[src/sv/ikh_pkg.sv]
// ----------------------------------------------------------------------------
// ikh_pkg: shared types and constants of the integer-key hash table
// Transaction payloads, command and status codes, mixer constants and the
// command/status bundles that join controller and datapath.
// ----------------------------------------------------------------------------
package ikh_pkg;

	// Default sizes
	localparam int BUCKETS_DEF = 256;
	localparam int NODES_DEF   = 192;

	// Width of one word of the free-node bitmap
	localparam int FREE_WORD_W = 32;

	// Request commands
	localparam logic [1:0] CMD_LOOKUP = 2'd0;
	localparam logic [1:0] CMD_SET    = 2'd1;
	localparam logic [1:0] CMD_DELETE = 2'd2;
	localparam logic [1:0] CMD_NONE   = 2'd3;

	// Response status codes
	localparam logic [1:0] ST_OK      = 2'd0;
	localparam logic [1:0] ST_MISSING = 2'd1;
	localparam logic [1:0] ST_FULL    = 2'd2;

	// Finalizer constants
	localparam logic [63:0] MIX_C1    = 64'hff51afd7ed558ccd;
	localparam logic [63:0] MIX_C2    = 64'hc4ceb9fe1a85ec53;
	localparam int          MIX_SHIFT = 33;

	// Datapath operations
	localparam logic [3:0] DOP_NONE      = 4'd0;
	localparam logic [3:0] DOP_CLEAR     = 4'd1;
	localparam logic [3:0] DOP_LOAD      = 4'd2;
	localparam logic [3:0] DOP_HEAD      = 4'd3;
	localparam logic [3:0] DOP_NEXT      = 4'd4;
	localparam logic [3:0] DOP_OVERWRITE = 4'd5;
	localparam logic [3:0] DOP_UNLINK    = 4'd6;
	localparam logic [3:0] DOP_INSERT    = 4'd7;
	localparam logic [3:0] DOP_ALLOC     = 4'd8;
	localparam logic [3:0] DOP_FREE      = 4'd9;
	localparam logic [3:0] DOP_SCAN_NEXT = 4'd10;
	localparam logic [3:0] DOP_SCAN_TAKE = 4'd11;

	// Free bitmap read address sources
	localparam logic [1:0] FSEL_SCAN = 2'd0;
	localparam logic [1:0] FSEL_CUR  = 2'd1;
	localparam logic [1:0] FSEL_LOW  = 2'd2;

	typedef struct packed {
		logic [1:0]         command;
		logic signed [63:0] key;
		logic [63:0]        value;
	} req_t;

	typedef struct packed {
		logic        found;
		logic [63:0] read_value;
		logic [7:0]  stored_count;
		logic [1:0]  status;
	} rsp_t;

	typedef struct packed {
		logic [3:0] op;
		logic [1:0] fsel;
		logic       res_we;
		logic       res_found;
		logic [1:0] res_status;
		logic       res_take_val;
		logic       out_load;
	} ctl_cmd_t;

	typedef struct packed {
		logic       clr_last;
		logic       hash_done;
		logic       cur_valid;
		logic       key_match;
		logic       full;
		logic       scan_hit;
		logic [1:0] command;
	} ctl_stat_t;

endpackage

[src/sv/ikh_ctrl.sv]
// ----------------------------------------------------------------------------
// ikh_ctrl: sequencer of the hash table
// Clearing pass, hash wait, chain walk, update and free-bitmap upkeep, and
// the response handshake.
// ----------------------------------------------------------------------------
module ikh_ctrl (
	input  logic               clk,
	input  logic               arst_n,
	input  logic               req_valid,
	output logic               req_ready,
	output logic               rsp_valid,
	input  logic               rsp_ready,
	input  ikh_pkg::ctl_stat_t stat,
	output ikh_pkg::ctl_cmd_t  cmd
);

	localparam logic [3:0] S_CLEAR    = 4'd0;
	localparam logic [3:0] S_IDLE     = 4'd1;
	localparam logic [3:0] S_HASH     = 4'd2;
	localparam logic [3:0] S_HEAD     = 4'd3;
	localparam logic [3:0] S_LOAD     = 4'd4;
	localparam logic [3:0] S_WALK     = 4'd5;
	localparam logic [3:0] S_CMP      = 4'd6;
	localparam logic [3:0] S_DFREE_RD = 4'd7;
	localparam logic [3:0] S_DFREE_WR = 4'd8;
	localparam logic [3:0] S_AFREE_RD = 4'd9;
	localparam logic [3:0] S_AFREE_WR = 4'd10;
	localparam logic [3:0] S_SCAN_RD  = 4'd11;
	localparam logic [3:0] S_SCAN_CHK = 4'd12;
	localparam logic [3:0] S_DONE     = 4'd13;

	logic [3:0] state_q;
	logic [3:0] state_d;
	logic       rsp_valid_q;

	always_comb begin
		state_d = state_q;
		cmd     = '0;
		case (state_q)
			S_CLEAR: begin
				cmd.op = ikh_pkg::DOP_CLEAR;
				if (stat.clr_last) state_d = S_IDLE;
			end
			S_IDLE: begin
				if (req_valid) begin
					cmd.op  = ikh_pkg::DOP_LOAD;
					state_d = S_HASH;
				end
			end
			S_HASH: begin
				if (stat.hash_done) state_d = S_HEAD;
			end
			S_HEAD: state_d = S_LOAD;
			S_LOAD: begin
				if (stat.command == ikh_pkg::CMD_NONE) begin
					cmd.res_we = 1'b1;
					state_d    = S_DONE;
				end else begin
					cmd.op  = ikh_pkg::DOP_HEAD;
					state_d = S_WALK;
				end
			end
			S_WALK: begin
				if (stat.cur_valid) begin
					state_d = S_CMP;
				end else begin
					cmd.res_we = 1'b1;
					state_d    = S_DONE;
					if (stat.command == ikh_pkg::CMD_LOOKUP) begin
						cmd.res_status = ikh_pkg::ST_MISSING;
					end else if (stat.command == ikh_pkg::CMD_SET) begin
						if (stat.full) begin
							cmd.res_status = ikh_pkg::ST_FULL;
						end else begin
							cmd.op  = ikh_pkg::DOP_INSERT;
							state_d = S_AFREE_RD;
						end
					end
				end
			end
			S_CMP: begin
				if (stat.key_match) begin
					cmd.res_we    = 1'b1;
					cmd.res_found = 1'b1;
					state_d       = S_DONE;
					if (stat.command == ikh_pkg::CMD_LOOKUP) begin
						cmd.res_take_val = 1'b1;
					end else if (stat.command == ikh_pkg::CMD_SET) begin
						cmd.op = ikh_pkg::DOP_OVERWRITE;
					end else begin
						cmd.op  = ikh_pkg::DOP_UNLINK;
						state_d = S_DFREE_RD;
					end
				end else begin
					cmd.op  = ikh_pkg::DOP_NEXT;
					state_d = S_WALK;
				end
			end
			S_DFREE_RD: begin
				cmd.fsel = ikh_pkg::FSEL_CUR;
				state_d  = S_DFREE_WR;
			end
			S_DFREE_WR: begin
				cmd.fsel = ikh_pkg::FSEL_CUR;
				cmd.op   = ikh_pkg::DOP_FREE;
				state_d  = S_DONE;
			end
			S_AFREE_RD: begin
				cmd.fsel = ikh_pkg::FSEL_LOW;
				state_d  = S_AFREE_WR;
			end
			S_AFREE_WR: begin
				cmd.fsel = ikh_pkg::FSEL_LOW;
				cmd.op   = ikh_pkg::DOP_ALLOC;
				state_d  = stat.full ? S_DONE : S_SCAN_RD;
			end
			S_SCAN_RD: begin
				cmd.fsel = ikh_pkg::FSEL_SCAN;
				state_d  = S_SCAN_CHK;
			end
			S_SCAN_CHK: begin
				cmd.fsel = ikh_pkg::FSEL_SCAN;
				if (stat.scan_hit) begin
					cmd.op  = ikh_pkg::DOP_SCAN_TAKE;
					state_d = S_DONE;
				end else begin
					cmd.op  = ikh_pkg::DOP_SCAN_NEXT;
					state_d = S_SCAN_RD;
				end
			end
			S_DONE: begin
				if (!rsp_valid_q || rsp_ready) begin
					cmd.out_load = 1'b1;
					state_d      = S_IDLE;
				end
			end
			default: state_d = S_IDLE;
		endcase
	end

	always_ff @(posedge clk or negedge arst_n) begin
		if (!arst_n) begin
			state_q     <= S_CLEAR;
			rsp_valid_q <= 1'b0;
		end else begin
			state_q <= state_d;
			if (cmd.out_load) begin
				rsp_valid_q <= 1'b1;
			end else if (rsp_ready) begin
				rsp_valid_q <= 1'b0;
			end
		end
	end

	assign req_ready = (state_q == S_IDLE);
	assign rsp_valid = rsp_valid_q;

endmodule

[config.mk]
export PLATFORM = sky130hd
export DESIGN_NAME = ikh_ctrl
export DESIGN_NICKNAME = d
export VERILOG_FILES = /design/src/sv/ikh_pkg.sv /design/src/sv/ikh_ctrl.sv
export SDC_FILE = /design/constraint.sdc
export NUM_CORES = 1
export LEC_CHECK = 0
export BUFFER_PORTS_ARGS = -buffer_cell sky130_fd_sc_hd__clkbuf_2
export CORE_UTILIZATION = 46
export DETAILED_ROUTE_END_ITERATION = 16
export PLACE_DENSITY = 0.85
export SLEW_MARGIN = 20
export SYNTH_ARGS = -nofsm -noshare
export SYNTH_HDL_FRONTEND = slang
export SYNTH_SLANG_ARGS = --single-unit
[constraint.sdc]
create_clock -name clk -period 1.7 [get_ports clk]
set_input_delay 0.255 -clock clk [delete_from_list [all_inputs] [get_ports clk]]
set_output_delay 0.255 -clock clk [all_outputs]
set_load 0.005 [all_outputs]
# Word level (Yosys, flattened, before mapping)
# Cells that the tools add are included.
[totals]
ff_bits = 5
latchBits = 0
mem_bits_rw = 0
rom_bits = 0
inputBits = 12
word_cells = 73
mem_count = 0
[op_classes]
addsub = 0
mul = 0
div = 0
order_cmp = 0
eq_ne = 19
n_shift = 0
n_mux = 44
bitwise_logic = 0
reduce_logical = 8
[ops]
columns = ["cell", "n"]
rows = [
  ["case mux 4 bit (14 select lines)", 1],
  ["2-to-1 mux 4 bit", 12],
  ["case mux 4 bit (8 select lines)", 1],
  ["== test 4 bit, second input constant", 6],
  ["2-to-1 mux 3 bit", 8],
  ["2-to-1 mux 2 bit", 9],
  ["== test 4 x 3 -> 1 bit, second input constant", 4],
  ["2-to-1 mux 1 bit", 11],
  ["== test 4 x 2 -> 1 bit, second input constant", 2],
  ["!= test 2 bit, second input constant", 4],
  ["== test 4 x 1 -> 1 bit, second input constant", 1],
  ["logical NOT 4 bit", 1],
  ["case mux 2 bit (2 select lines)", 1],
  ["AND reduction 4 bit", 1],
  ["OR reduction 2 bit", 2],
  ["case mux 1 bit (3 select lines)", 1],
  ["== test 2 x 1 -> 1 bit, second input constant", 1],
  ["== test 2 bit, second input constant", 1],
  ["logical NOT 2 bit", 1],
  ["nonzero test 2 bit", 1],
  ["logical NOT 1 bit", 1],
  ["logical OR 1 bit", 1],
]

# Depth between registers and ports, before layout
[depth]
depth_word = 5
ltp_mapped = 6
depth_no_buf = 4

# Worst setup path before layout
# No wires, ideal clock.
[synth_path]
path_kind = "reg2out"
startpoint = "register state_q[1]"
endpoint = "output cmd[5] (netlist bit)"
t_arrival_ns = 1.218
required_ns = 1.445
path_slack_ns = 0.227
stages_incl_launch_ff = 6
cell_sequence = "dfrtp_1 -> nand2b_4 -> buf_6 -> or3_4 -> o31ai_2 -> or2_1"
[synth_lines]
columns = ["element", "line", "text"]
rows = [
  ["from (decl)", "ikh_ctrl.sv:32", "logic [3:0] state_q;"],
  ["from (signal assigned)", "ikh_ctrl.sv:146", "state_q <= state_d;"],
  ["to (decl)", "ikh_ctrl.sv:14", "output ikh_pkg::ctl_cmd_t cmd"],
]

==> results.sh <==
export IMPL_grt_max_degree=9
export IMPL_coreArea_mm2=0.00130
export IMPL_synth_compound_area_share_pct=27.3
export IMPL_via_per_inst=5.94
export IMPL_slew_headroom_pct=76.0
export IMPL_holdPathStages=3
export IMPL_ir_worst_vdd_uv=988
export IMPL_ff2ff_path_depth=6
export IMPL_hp_class="input pin to register"
export IMPL_synthDominantCellAreaShare_pct=19.5
export IMPL_drtIter0Drc=48
export IMPL_fin_worst_skew_ns=0.00536
export IMPL_cp_arrival_ns=1.56
export IMPL_netlist_cell_type_count=38
export IMPL_fillers=96
export IMPL_synth_async_reset_ratio_pct=100
export IMPL_port_buffer_count=25
export IMPL_crit_type="register to primary output"
export IMPL_grt_first_pass_wirelength_um=2970
export IMPL_drive_above_1_share_pct=52.0
export IMPL_crit_start="state_q[3]"
export IMPL_yosys_top_cells_area="dfrtp_1, nand2b_1, a21oi_1"
export IMPL_cp_required_ns=1.44
export IMPL_yosys_warnings=0
export IMPL_fin_crit_ns=1.82
export IMPL_synth_edf_count=0
export IMPL_violations="negative setup slack"
export IMPL_min_to="state_q[0]"
export IMPL_drtPass1Iterations=5
export IMPL_cpMaxStageDelayCell="dfrtp_2"
export IMPL_synth_xor_area_share_pct=0
export IMPL_yosys_area_share_adder_pct=0
export IMPL_p_leak_nw=0.451
export IMPL_total_power_mw=1.68
export IMPL_status="complete, but fails checks"
export IMPL_synth_yosys_seq_area_share_pct=19.5
export IMPL_cts_root_buf="clkbuf_4"
export IMPL_netlist_instances=84
export IMPL_worst_slack_ns=-0.115
export IMPL_grt_antenna_before_repair=0
export IMPL_place_area_um2=771
export IMPL_start_kind="register"
export IMPL_worst_path_buf_inv=1
export IMPL_die_h_um=39.3
export IMPL_synth_simple_area_share_pct=40.6
export IMPL_cts_tree="yes"
export IMPL_fmax_mhz=551
export IMPL_start_util_pct=49.2
export IMPL_syn_num_nets=96
export IMPL_tightest_slew_ns=0.351
export IMPL_grt_pass1_vias=641
export IMPL_synth_top_cell_by_area="dfrtp_1"
export IMPL_cp_cell_sequence="nand2b_4, or3_4, o31ai_4, or2_1, buf_2"
export IMPL_hpwlAfterDp_um=1330
export IMPL_rows=13
export IMPL_final_hold_viol_count=0
export IMPL_rsz0062_at_grt="yes"
export IMPL_p_per_area_mw_per_mm2=1770
export IMPL_drv_cap=0
export IMPL_drv_slew=0
export IMPL_clk_pin_slew_ns=0.05
export IMPL_r2r_start="state_q[1]"
export IMPL_num_vias=831
export IMPL_avgSynthCellArea_um2=7.63
export IMPL_num_nets_final=138
export IMPL_endpoint_kind="primary output"
export IMPL_cp_top_family="simple AND/OR/NAND/NOR gates"
export IMPL_die_w_um=39.3
export IMPL_critical_path_max_fanout=7
export IMPL_clock_sinks=5
export IMPL_synth_area_mux_share_pct=1.56
export IMPL_place_ws_ns=0.0811
export IMPL_synth_area_um2=641
export IMPL_cts_path_max_buffers=2
export IMPL_reg2reg_to="state_q[1]"
export IMPL_finalCritPeriodShare_pct=107
export IMPL_clock_latency_ns=0.25
export IMPL_cp_depth=5
export IMPL_grt_overflow_total=0
export IMPL_synth_top_family_by_area="simple AND/OR/NAND/NOR gates"
export IMPL_critical_path_max_stage_delay_ns=0.45
export IMPL_synth_ff_type="dfrtp_1"
export IMPL_drc_errors=0
export IMPL_dieArea_mm2=0.00155
export IMPL_final_setup_viol_count=8
export IMPL_htreeDepth=1
export IMPL_drtAntennaViolNets=0
export IMPL_area_growth_pct=48.4
export IMPL_wl_per_cell_um=15.7
export IMPL_drt_wl_total_um=2190
export IMPL_grt_usage_pct=30.0
export IMPL_holdCritStartpoint="stat[6]"
export IMPL_antenna_cells=0
export IMPL_ios=26
export IMPL_final_area_um2=951
export IMPL_cts_inserted_buffers=3
export IMPL_ys_ff_latch=5
export IMPL_r2r_setup_slack_ns=0.25
export IMPL_place_gp_congestion=0.926
how the worst max path moves through the flow:
| stage | slack, ns | end |
|---|---|---|
| 4_1_cts | -0.12 | cmd[3] |
| 6_report | -0.12 | cmd[5] |
| 2_1_floorplan | 0.23 | cmd[5] |
| 5_1_grt | -0.16 | cmd[5] |
| 3_5_place_dp | 0.08 | cmd[8] |
| 3_3_place_gp | 0.1 | cmd[5] |
logic make-up after synthesis:
kind of cell           count (synthesis)
buffers and inverters                 11
muxes                                  1
and+or+nand+nor                       40
DFF                                    5
AOI/OAI and AO/OA                     27
repair_timing:
| action | CTS | global route |
|---|---|---|
| gates resized for setup | 12 | 12 |
| setup buffers | 9 | 3 |
| cloned | 0 | 0 |
| hold endpoints to repair | 5 | 0 |
| pin swaps | 6 | 4 |
| hold buffers | 1 | 0 |
| setup endpoints to repair | 7 | 9 |
cells in the mapped netlist, types with 2 or more instances:
cell      instances
nand2b_4          2
buf_6             3
nor2_1            6
a21oi_1           7
and2_1            2
nand2_1           9
nor3b_1           2
o22ai_1           4
inv_1             5
nand2b_1          6
o21ai_0           5
or2_1             3
dfrtp_1           5
power breakdown:
part | total [mW] | switching (mW) | leakage (nW) | internal (mW)
clock network | 0.149 | 0.0594 | 0.0150 | 0.0894
registers | 0.292 | 0.103 | 0.0566 | 0.189
logic | 1.24 | 0.602 | 0.380 | 0.636
cell usage in the layout (no fill, tap or decap), drive strengths merged, types with 2 or more instances in the layout:
cell and count:
clkbuf 23, buf 23, nand2 9, nand2b 8, a21oi 7, nor2 6, o21ai 6, dfrtp 5
inv 5, o22ai 4, or2 3, or3 3, and2 2, o31ai 2, nor3 2, nor3b 2
registers in the layout (all words and copies together), names as in the netlist:
name / cells
state_q: 4
rsp_valid: 1
per-layer routing:
| metal | vias up | routed length, um | GRT usage [%] |
|---|---|---|---|
| met4 | 0 | 46 | 12.9 |
| met3 | 8 | 193 | 2.27 |
| met5 | - | 0 | 0 |
| met1 | 375 | 822 | 38.8 |
| li1 | 386 | - | - |
| met2 | 62 | 1130 | 50.4 |
final cells by class:
cell class	instances	area (um^2)	area share (%)
inverters	5	21.3	2.24
repair buffers	43	275	28.9
clock buffers	4	26.3	2.76
multi-input cells	68	479	50.4
well taps	15	18.8	1.97
flip-flops and latches	5	130	13.7
worst register-to-register path, delay by kind of cell (launching register included):
family	cells	cell delay (ns)
AOI/OAI and AO/OA	2	0.42
buffers and inverters	3	0.44
DFF	1	0.43
and+or+nand+nor	1	0.08
through the flow:
stage	util [%]	instances	hold WS (ns)	TNS [ns]
floorplan	-	84	-0.0406	0
global placement	59.2	123	0.0765	0
detailed placement	59.2	123	0.0868	0
CTS	70.0	137	0.333	-0.471
global route	73.1	140	0.374	-1.05
finish	73.1	140	0.332	-0.612
(Power assumes the default switching activity.)
